===== src/hdl/slpg_pkg.sv =====
// ----------------------------------------------------------------------------
// slpg_pkg
// Shared types and constants for the status LED pattern generator: mode codes,
// blink and pulse timing, reciprocal constants and the colour word layout.
// ----------------------------------------------------------------------------
package slpg_pkg;

  // Field widths
  localparam int unsigned TIME_W  = 32;
  localparam int unsigned MODE_W  = 3;
  localparam int unsigned CHAN_W  = 8;
  localparam int unsigned PROD_W  = 2 * CHAN_W;

  // Timing in milliseconds
  localparam int unsigned HEAP_HALF_MS = 120;
  localparam int unsigned BMS_HALF_MS  = 200;
  localparam int unsigned PULSE_PERIOD = 2000;
  localparam int unsigned PULSE_HALF   = 1000;
  localparam int unsigned FULL_LEVEL   = 255;

  // Remainders stay below twice the largest divisor, so 12 low bits suffice
  localparam int unsigned REM_W   = 12;
  localparam int unsigned PHASE_W = 11;
  localparam int unsigned FOLD_W  = 10;
  localparam int unsigned SCALE_W = 18;

  // Quotient estimates t * floor(2^32 / d) >> 32, short by at most one
  localparam logic [TIME_W-1:0] RECIP_HEAP  = TIME_W'((64'd1 << TIME_W) / 64'(HEAP_HALF_MS));
  localparam logic [TIME_W-1:0] RECIP_BMS   = TIME_W'((64'd1 << TIME_W) / 64'(BMS_HALF_MS));
  localparam logic [TIME_W-1:0] RECIP_PULSE = TIME_W'((64'd1 << TIME_W) / 64'(PULSE_PERIOD));

  // Exact divide by 1000 for values below 2^18: ceil(2^28 / 1000)
  localparam int unsigned LEVEL_SHIFT   = 28;
  localparam int unsigned LEVEL_RECIP_W = 19;
  localparam int unsigned LEVEL_PROD_W  = SCALE_W + LEVEL_RECIP_W;
  localparam logic [LEVEL_RECIP_W-1:0] LEVEL_RECIP =
    LEVEL_RECIP_W'(((64'd1 << LEVEL_SHIFT) + 64'(PULSE_HALF) - 64'd1) / 64'(PULSE_HALF));

  // Status mode codes
  typedef enum logic [MODE_W-1:0] {
    MODE_BOOT        = 3'd0,
    MODE_FAULT_BMS   = 3'd1,
    MODE_FAULT_MPPT  = 3'd2,
    MODE_SOC_LOW     = 3'd3,
    MODE_SHORE_POWER = 3'd4,
    MODE_ACTIVE      = 3'd5,
    MODE_IDLE_OK     = 3'd6,
    MODE_OFF         = 3'd7
  } mode_t;

  // Colour word, red in the lowest byte
  typedef struct packed {
    logic [CHAN_W-1:0] blue;
    logic [CHAN_W-1:0] green;
    logic [CHAN_W-1:0] red;
  } rgb_t;

  // Blink and pulse phase of one sample
  typedef struct packed {
    mode_t              mode;
    logic               alert;
    logic               heap_on;
    logic               bms_on;
    logic               mppt_on;
    logic [PHASE_W-1:0] ph;
  } phase_t;

  localparam rgb_t COL_BLACK   = '{blue: 8'd0,   green: 8'd0,   red: 8'd0};
  localparam rgb_t COL_WHITE   = '{blue: 8'd255, green: 8'd255, red: 8'd255};
  localparam rgb_t COL_MAGENTA = '{blue: 8'd255, green: 8'd0,   red: 8'd255};
  localparam rgb_t COL_RED     = '{blue: 8'd0,   green: 8'd0,   red: 8'd255};
  localparam rgb_t COL_ORANGE  = '{blue: 8'd0,   green: 8'd90,  red: 8'd255};
  localparam rgb_t COL_AMBER   = '{blue: 8'd0,   green: 8'd150, red: 8'd255};
  localparam rgb_t COL_SHORE   = '{blue: 8'd255, green: 8'd60,  red: 8'd0};
  localparam rgb_t COL_IDLE    = '{blue: 8'd0,   green: 8'd80,  red: 8'd0};

endpackage


===== src/hdl/status_led_pattern_generator_top.sv =====
// ----------------------------------------------------------------------------
// status_led_pattern_generator_top
// Status LED colour generator: one time sample in, one dimmed RGB word out.
// ----------------------------------------------------------------------------
// Takes one time sample per clock and returns its dimmed colour from the
// output register; the rate is one word per cycle while the sink takes words.
// The six register stages are: reciprocal multiplies for the blink and pulse
// quotients, remainder correction, pulse fold and scale, triangle divide and
// colour select, brightness multiply, and the divide by 255 into the output
// register. Each stage stalls only when it is full and the stage after it is
// blocked, so empty stages keep filling while a result waits. Brightness is
// sampled at the multiply stage and should be written only while no word is
// in flight; it resets to full scale (255).
// ----------------------------------------------------------------------------
module status_led_pattern_generator_top (
  input  logic        clk,
  input  logic        rst,
  input  logic        s_axis_tvalid,
  output logic        s_axis_tready,
  input  logic [31:0] s_axis_tdata,     // [31:0] elapsed_ms
  input  logic [3:0]  s_axis_tuser,     // [2:0] status_mode, [3] heap_alert
  output logic        m_axis_tvalid,
  input  logic        m_axis_tready,
  output logic [23:0] m_axis_tdata,     // [7:0] red, [15:8] green, [23:16] blue
  input  logic        brightness_we,
  input  logic [7:0]  brightness_wdata
);
  import slpg_pkg::*;

  logic               ph_valid, ph_ready;
  phase_t             phase;
  logic               col_valid, col_ready;
  rgb_t               base;
  rgb_t               colour;
  logic [CHAN_W-1:0]  brightness;

  // Brightness register
  always_ff @(posedge clk) begin
    if (rst) begin
      brightness <= CHAN_W'(FULL_LEVEL);
    end else if (brightness_we) begin
      brightness <= brightness_wdata;
    end
  end

  slpg_phase u_phase (
    .clk         (clk),
    .rst         (rst),
    .in_valid    (s_axis_tvalid),
    .in_ready    (s_axis_tready),
    .elapsed_ms  (s_axis_tdata),
    .status_mode (mode_t'(s_axis_tuser[MODE_W-1:0])),
    .heap_alert  (s_axis_tuser[MODE_W]),
    .out_valid   (ph_valid),
    .out_ready   (ph_ready),
    .phase       (phase)
  );

  slpg_colour u_colour (
    .clk       (clk),
    .rst       (rst),
    .in_valid  (ph_valid),
    .in_ready  (ph_ready),
    .phase     (phase),
    .out_valid (col_valid),
    .out_ready (col_ready),
    .base      (base)
  );

  slpg_dim u_dim (
    .clk        (clk),
    .rst        (rst),
    .in_valid   (col_valid),
    .in_ready   (col_ready),
    .base       (base),
    .brightness (brightness),
    .out_valid  (m_axis_tvalid),
    .out_ready  (m_axis_tready),
    .colour     (colour)
  );

  assign m_axis_tdata = colour;

endmodule


===== src/hdl/slpg_phase.sv =====
// ----------------------------------------------------------------------------
// slpg_phase
// Two-stage divider front end: quotient estimates by reciprocal multiply, then
// remainder correction giving blink parities and the pulse phase.
// ----------------------------------------------------------------------------
module slpg_phase (
  input  logic                          clk,
  input  logic                          rst,
  input  logic                          in_valid,
  output logic                          in_ready,
  input  logic [slpg_pkg::TIME_W-1:0]   elapsed_ms,
  input  slpg_pkg::mode_t               status_mode,
  input  logic                          heap_alert,
  output logic                          out_valid,
  input  logic                          out_ready,
  output slpg_pkg::phase_t              phase
);
  import slpg_pkg::*;

  logic [2*TIME_W-1:0] prod_heap, prod_bms, prod_pulse;

  // Stage A registers
  logic              va;
  logic [REM_W-1:0]  t_lo;
  mode_t             mode_a;
  logic              alert_a;
  logic [REM_W-1:0]  qe_heap, qe_bms, qe_pulse;

  // Stage B logic
  logic [REM_W-1:0]  m_heap, m_bms, m_pulse;
  logic [REM_W-1:0]  r_heap, r_bms, r_pulse, ph_full;
  logic              c_heap, c_bms, c_pulse;
  logic [1:0]        q_bms;
  logic              en_a, en_b;

  // Stage B registers
  logic              vb;
  phase_t            phase_b;

  assign en_b     = !vb || out_ready;
  assign en_a     = !va || en_b;
  assign in_ready = en_a;

  // Estimate quotients
  assign prod_heap  = 64'(elapsed_ms) * 64'(RECIP_HEAP);
  assign prod_bms   = 64'(elapsed_ms) * 64'(RECIP_BMS);
  assign prod_pulse = 64'(elapsed_ms) * 64'(RECIP_PULSE);

  always_ff @(posedge clk) begin
    if (rst) begin
      va <= 1'b0;
    end else if (en_a) begin
      va <= in_valid;
    end
  end

  always_ff @(posedge clk) begin
    if (en_a) begin
      t_lo     <= elapsed_ms[REM_W-1:0];
      mode_a   <= status_mode;
      alert_a  <= heap_alert;
      qe_heap  <= prod_heap[TIME_W +: REM_W];
      qe_bms   <= prod_bms[TIME_W +: REM_W];
      qe_pulse <= prod_pulse[TIME_W +: REM_W];
    end
  end

  // Correct remainders; only the low bits matter as each stays below 2*d
  assign m_heap  = qe_heap  * REM_W'(HEAP_HALF_MS);
  assign m_bms   = qe_bms   * REM_W'(BMS_HALF_MS);
  assign m_pulse = qe_pulse * REM_W'(PULSE_PERIOD);

  assign r_heap  = t_lo - m_heap;
  assign r_bms   = t_lo - m_bms;
  assign r_pulse = t_lo - m_pulse;

  assign c_heap  = r_heap  >= REM_W'(HEAP_HALF_MS);
  assign c_bms   = r_bms   >= REM_W'(BMS_HALF_MS);
  assign c_pulse = r_pulse >= REM_W'(PULSE_PERIOD);

  // The 400 ms blink is bit one of the 200 ms quotient
  assign q_bms   = qe_bms[1:0] + {1'b0, c_bms};
  assign ph_full = c_pulse ? (r_pulse - REM_W'(PULSE_PERIOD)) : r_pulse;

  always_ff @(posedge clk) begin
    if (rst) begin
      vb <= 1'b0;
    end else if (en_b) begin
      vb <= va;
    end
  end

  always_ff @(posedge clk) begin
    if (en_b) begin
      phase_b.mode    <= mode_a;
      phase_b.alert   <= alert_a;
      phase_b.heap_on <= qe_heap[0] ^ c_heap;
      phase_b.bms_on  <= q_bms[0];
      phase_b.mppt_on <= q_bms[1];
      phase_b.ph      <= ph_full[PHASE_W-1:0];
    end
  end

  assign out_valid = vb;
  assign phase     = phase_b;

endmodule


===== src/hdl/slpg_colour.sv =====
// ----------------------------------------------------------------------------
// slpg_colour
// Two-stage colour selection: fold and scale the pulse phase, divide it to a
// triangle level, then pick the base colour for the mode and alert.
// ----------------------------------------------------------------------------
module slpg_colour (
  input  logic              clk,
  input  logic              rst,
  input  logic              in_valid,
  output logic              in_ready,
  input  slpg_pkg::phase_t  phase,
  output logic              out_valid,
  input  logic              out_ready,
  output slpg_pkg::rgb_t    base
);
  import slpg_pkg::*;

  logic                     en_c, en_d;
  logic                     down;
  logic [FOLD_W-1:0]        fold;
  logic [SCALE_W-1:0]       scaled;

  // Stage C registers
  logic                     vc;
  logic [SCALE_W-1:0]       scaled_c;
  logic                     down_c;
  mode_t                    mode_c;
  logic                     alert_c, heap_c, bms_c, mppt_c;

  // Stage D logic and registers
  logic [LEVEL_PROD_W-1:0]  lvl_prod;
  logic [CHAN_W-1:0]        lvl_q, level;
  rgb_t                     base_next;
  logic                     vd;
  rgb_t                     base_d;

  assign en_d     = !vd || out_ready;
  assign en_c     = !vc || en_d;
  assign in_ready = en_c;

  // Fold the second half of the period and scale by 255
  assign down   = phase.ph >= PHASE_W'(PULSE_HALF);
  assign fold   = down ? FOLD_W'(phase.ph - PHASE_W'(PULSE_HALF)) : FOLD_W'(phase.ph);
  assign scaled = (SCALE_W'(fold) << CHAN_W) - SCALE_W'(fold);

  always_ff @(posedge clk) begin
    if (rst) begin
      vc <= 1'b0;
    end else if (en_c) begin
      vc <= in_valid;
    end
  end

  always_ff @(posedge clk) begin
    if (en_c) begin
      scaled_c <= scaled;
      down_c   <= down;
      mode_c   <= phase.mode;
      alert_c  <= phase.alert;
      heap_c   <= phase.heap_on;
      bms_c    <= phase.bms_on;
      mppt_c   <= phase.mppt_on;
    end
  end

  // Divide by 1000 and mirror on the falling half
  assign lvl_prod = LEVEL_PROD_W'(scaled_c) * LEVEL_PROD_W'(LEVEL_RECIP);
  assign lvl_q    = lvl_prod[LEVEL_SHIFT +: CHAN_W];
  assign level    = down_c ? (CHAN_W'(FULL_LEVEL) - lvl_q) : lvl_q;

  // Pick the base colour; the alert wins over every mode
  always_comb begin
    base_next = COL_BLACK;
    if (alert_c) begin
      base_next = heap_c ? COL_MAGENTA : COL_BLACK;
    end else begin
      unique case (mode_c)
        MODE_BOOT:        base_next = COL_WHITE;
        MODE_FAULT_BMS:   base_next = bms_c ? COL_RED : COL_BLACK;
        MODE_FAULT_MPPT:  base_next = mppt_c ? COL_ORANGE : COL_BLACK;
        MODE_SOC_LOW:     base_next = COL_AMBER;
        MODE_SHORE_POWER: base_next = COL_SHORE;
        MODE_ACTIVE: begin
          base_next       = COL_BLACK;
          base_next.green = level;
        end
        MODE_IDLE_OK:     base_next = COL_IDLE;
        MODE_OFF:         base_next = COL_BLACK;
        default:          base_next = COL_BLACK;
      endcase
    end
  end

  always_ff @(posedge clk) begin
    if (rst) begin
      vd <= 1'b0;
    end else if (en_d) begin
      vd <= vc;
    end
  end

  always_ff @(posedge clk) begin
    if (en_d) begin
      base_d <= base_next;
    end
  end

  assign out_valid = vd;
  assign base      = base_d;

endmodule


===== src/hdl/slpg_dim.sv =====
// ----------------------------------------------------------------------------
// slpg_dim
// Two-stage dimmer: multiply each channel by the brightness, then divide the
// products by 255 with truncation into the output register.
// ----------------------------------------------------------------------------
module slpg_dim (
  input  logic                         clk,
  input  logic                         rst,
  input  logic                         in_valid,
  output logic                         in_ready,
  input  slpg_pkg::rgb_t               base,
  input  logic [slpg_pkg::CHAN_W-1:0]  brightness,
  output logic                         out_valid,
  input  logic                         out_ready,
  output slpg_pkg::rgb_t               colour
);
  import slpg_pkg::*;

  logic               en_e, en_f;
  logic               ve, vf;
  logic [PROD_W-1:0]  p_red, p_green, p_blue;
  rgb_t               colour_next, colour_f;

  // Exact x / 255 for any x up to 255 * 255
  function automatic logic [CHAN_W-1:0] div255(input logic [PROD_W-1:0] x);
    logic [PROD_W-1:0] s;
    s = x + (x >> CHAN_W) + PROD_W'(1);
    return s[CHAN_W +: CHAN_W];
  endfunction

  assign en_f     = !vf || out_ready;
  assign en_e     = !ve || en_f;
  assign in_ready = en_e;

  always_ff @(posedge clk) begin
    if (rst) begin
      ve <= 1'b0;
    end else if (en_e) begin
      ve <= in_valid;
    end
  end

  // Scale each channel
  always_ff @(posedge clk) begin
    if (en_e) begin
      p_red   <= PROD_W'(base.red)   * PROD_W'(brightness);
      p_green <= PROD_W'(base.green) * PROD_W'(brightness);
      p_blue  <= PROD_W'(base.blue)  * PROD_W'(brightness);
    end
  end

  assign colour_next.red   = div255(p_red);
  assign colour_next.green = div255(p_green);
  assign colour_next.blue  = div255(p_blue);

  // Output register; holds while the sink stalls
  always_ff @(posedge clk) begin
    if (rst) begin
      vf <= 1'b0;
    end else if (en_f) begin
      vf <= ve;
    end
  end

  always_ff @(posedge clk) begin
    if (en_f) begin
      colour_f <= colour_next;
    end
  end

  assign out_valid = vf;
  assign colour    = colour_f;

endmodule


===== config.mk =====
export PLATFORM = sky130hd
export DESIGN_NAME = status_led_pattern_generator_top
export DESIGN_NICKNAME = d
export VERILOG_FILES = /design/src/hdl/slpg_pkg.sv /design/src/hdl/status_led_pattern_generator_top.sv /design/src/hdl/slpg_phase.sv /design/src/hdl/slpg_colour.sv /design/src/hdl/slpg_dim.sv
export SDC_FILE = /design/constraint.sdc
export NUM_CORES = 2
export LEC_CHECK = 0
export BUFFER_PORTS_ARGS = -buffer_cell sky130_fd_sc_hd__buf_4
export CAP_MARGIN = 20
export CORE_ASPECT_RATIO = 1.1
export CORE_MARGIN = 1.5
export CORE_UTILIZATION = 45
export DETAILED_ROUTE_END_ITERATION = 7
export PLACE_DENSITY = 0.63
export SLEW_MARGIN = 20
export SYNTH_ARGS = -nofsm -noshare
export SYNTH_HDL_FRONTEND = slang
export SYNTH_HIERARCHICAL = 1
export SYNTH_SLANG_ARGS = --single-unit

===== constraint.sdc =====
create_clock -name clk -period 18.7 [get_ports clk]
set_input_delay 1.87 -clock clk [delete_from_list [all_inputs] [get_ports clk]]
set_output_delay 1.87 -clock clk [all_outputs]
set_load 0.05 [all_outputs]

==> impl_metrics.ini <==
[synth]
synthAdderAreaFrac = 0.5777
synth_warnings = 6
synthXorXnorAreaFrac = 0.04046
synthesis.nets = 5750
synth_top_cell_by_area = fa_1
syn_inst = 4153
yosysMostFrequentCell = inv_1
syn_area_per_cell_sq_um = 10.16
synth.top_cell.area_share = 0.3161
ys_seq_elements = 182
synthArstFlopShare = 0
synth-compound-area-share = 0.07093
yosysUniqueCellTypes = 98
synth.area.mux_share = 0.001009
synth_area_leaders = fa_1 (32%), ha_1 (26%), edfxtp_1 (12%)
ys.flop_type = edfxtp_1
synth-simple-area-share = 0.07434
synth_commonest_cells = inv_1 (1161), ha_1 (882), fa_1 (666)
synth_edf_count = 168
synth_top_family_by_area = adder cells
syn-cell-area_sq_mm = 0.04218
ys_seq_area_frac = 0.1262

[final_layout]
fillers = 8656
finalNetCount = 5811
synthToLayoutAreaGrowth_pct = 6.161
fin_util = 0.4832
drive_gt1_frac = 0.04093

[worst_setup_path]
rr_startpoint = u_colour/scaled_c[6]
worstPathArrival_ps = 7960
crit_chain = buf_4 > ha_1 > fa_1 > ha_1 > inv_1 > fa_1 > fa_1 > fa_1 > fa_1 > inv_1 > ha_1 > a21oi_1 > o21ai_0 > nor4b_1 > o2bb2ai_1 > o41ai_2 > o2111ai_1 > a21oi_2 > xnor2_1
rrSetupSlack_ps = 13160
crit_family = adder cells
reg2regPathDepth = 18
cp_slowest_cell = fa_1
worst-path-buf-inv = 3
path_common_cell = fa_1
rr_endpoint = u_colour/base[8]
crit_path_end_kind = flip-flop
required_ps = 18960
start_kind = input port
slowest_delay_ps = 570
worstSetupPathType = input port to flip-flop
crit_fanout = 19

[grt]
grtUsageTotal = 0.2176
grt_max_degree = 65
first_global_vias = 29610
antenna_found_initial = 0
grt_remaining_overflow = 0
grt_pass1_wl_mm = 158.2

[route]
avgViaCountPerCell = 5.040
wirelength_mm = 98.49
drcViolationCount = 0
first_iter_violations = 1379
drtAntennaViolNets = 0
drtPass1Iterations = 6
detail_route.wl_per_cell_um = 17.98
via_count = 27600

[place]
gp_congestion = 0.9611
place_hpwl_mm = 82.81
dpl_worst_slack_ps = 10520
portBuffers = 74

[worst_hold_path]
hp-class = flip-flop to flip-flop
hp-start = u_phase/phase[14]
hold_end = u_colour/alert_c
min_path_cells = 0

[timing]
max_slew_margin = 0.3293
fin_ws_ps = 11000
timing.fmax_mhz = 129.9
finalSetupTns_ps = 0
finalCritPeriodShare = 0.4117
timing.final.max_slew_violations = 0
final-hold-violation-count = 0
setup_violations = 0
rsz0062_at_grt = no
worst_pin_slew_ps = 1005
fin_crit_ps = 7698
fin_worst_skew_ps = 22.17

[floorplanning]
io_pins = 75
die_area_sq_mm = 0.09558
die_x_um = 294.9
rows = 117
start_util = 0.4552
die_y_um = 324.1
coreArea_sq_mm = 0.09267

[clock_network]
cts_root_buf = clkbuf_16
htree_num_levels = 4
cts_setup_buffers = 0
ctsResizeCount = 0
cts_hold_buf = 0
path_clk_slew_ps = 90
clockBufferDepth = 2
clk_latency_ps = 510
numCtsBuffers = 17
cts_tree = built
cts_sinks = 182

[outcome]
status = finished clean

[flow_run]
max_cap_violations = 0
[how the worst max path moves through the flow]
stage	cells past startpoint	slack [ps]	from	endpoint
after CTS	21	11070	s_axis_tdata[12]	u_phase/qe_pulse[7]
after global routing	22	10890	s_axis_tdata[11]	u_phase/qe_bms[8]
final	19	11000	s_axis_tdata[12]	u_phase/qe_pulse[7]
after detailed placement	21	10520	s_axis_tdata[12]	u_phase/qe_pulse[7]
after global placement	19	10620	s_axis_tdata[12]	u_phase/qe_pulse[7]
after floorplan	23	11410	s_axis_tdata[12]	u_phase/qe_bms[8]
[logic make-up (layout without fill, tap and decap cells)]
| kind of cell | count (synthesis) | count (layout) |
|---|---|---|
| fa+ha+maj | 1548 | 1548 |
| xor+xnor | 194 | 194 |
| flops | 182 | 182 |
| simple gates | 588 | 588 |
| compound gates | 430 | 430 |
| other cells | 0 | 1 |
| mux | 3 | 3 |
| buf+inv | 1208 | 1282 |
[layout make-up]
| class | count | area, sq um | share of cell area |
|---|---|---|---|
| Timing Repair Buffer | 87 | 653.1 | 0.01459 |
| Multi-Input combinational cell | 2763 | 32250 | 0.7202 |
| Antenna cell | 1 | 2.502 | 0.00005588 |
| Sequential cell | 182 | 5325 | 0.1189 |
| Inverter | 1163 | 4365 | 0.09749 |
| Clock buffer | 17 | 425.4 | 0.009500 |
| Tap cell | 1249 | 1563 | 0.03490 |
| Clock inverter | 15 | 193.9 | 0.004331 |
[worst reg2reg max path: cells and delay by family, from the launching register on]
family | cells | cell delay (ps)
simple gates | 3 | 840
xor+xnor | 1 | 130
compound gates | 3 | 640
fa+ha+maj | 7 | 2950
flops | 1 | 570
buf+inv | 4 | 200
[sequential cells by signal (all words and copies together) (netlist names), 3 cells and up]
| signal | count |
|---|---|
| u_colour/mode_c | 3 |
| u_phase/qe_heap | 9 |
| u_dim/colour | 24 |
| u_colour/base | 10 |
| brightness | 8 |
| u_dim/p_red | 16 |
| u_phase/t_lo | 12 |
| u_phase/phase | 18 |
| u_phase/qe_bms | 9 |
| u_dim/p_blue | 16 |
| u_dim/p_green | 16 |
| u_phase/mode_a | 3 |
| u_colour/scaled_c | 18 |
| u_phase/qe_pulse | 8 |
[cells in the final DEF (no fill, tap or decap), drive strengths merged, types with 57 or more instances in the layout]
cell type	n
xnor2	140
o21ai	86
fa	666
inv	1173
edfxtp	168
a21oi	106
ha	882
buf	87
a21o	57
and2	163
nand2	113
nor2	114
[through the flow]
| stage | cell area, sq um | hold WS (ps) | instances |
|---|---|---|---|
| final | 44780 | 424.1 | 5477 |
| after detailed placement | 44160 | 408.9 | 5444 |
| after global placement | 44160 | 406.5 | 5444 |
| after floorplan | 42180 | 400.3 | 4153 |
| after global routing | 44780 | 433.3 | 5476 |
| after CTS | 44780 | 419.9 | 5476 |
[layer usage]
| metal | track usage | up-vias | wire, um |
|---|---|---|---|
| met5 | 0 | - | 0 |
| met4 | 0.09473 | 0 | 4343 |
| met3 | 0.03563 | 168 | 4392 |
| met2 | 0.3678 | 540 | 47140 |
| met1 | 0.2745 | 13560 | 42610 |
| li1 | - | 13330 | - |
Power is not shown: default switching activity piles up to over one toggle a cycle in this logic, so the estimate is an artifact.
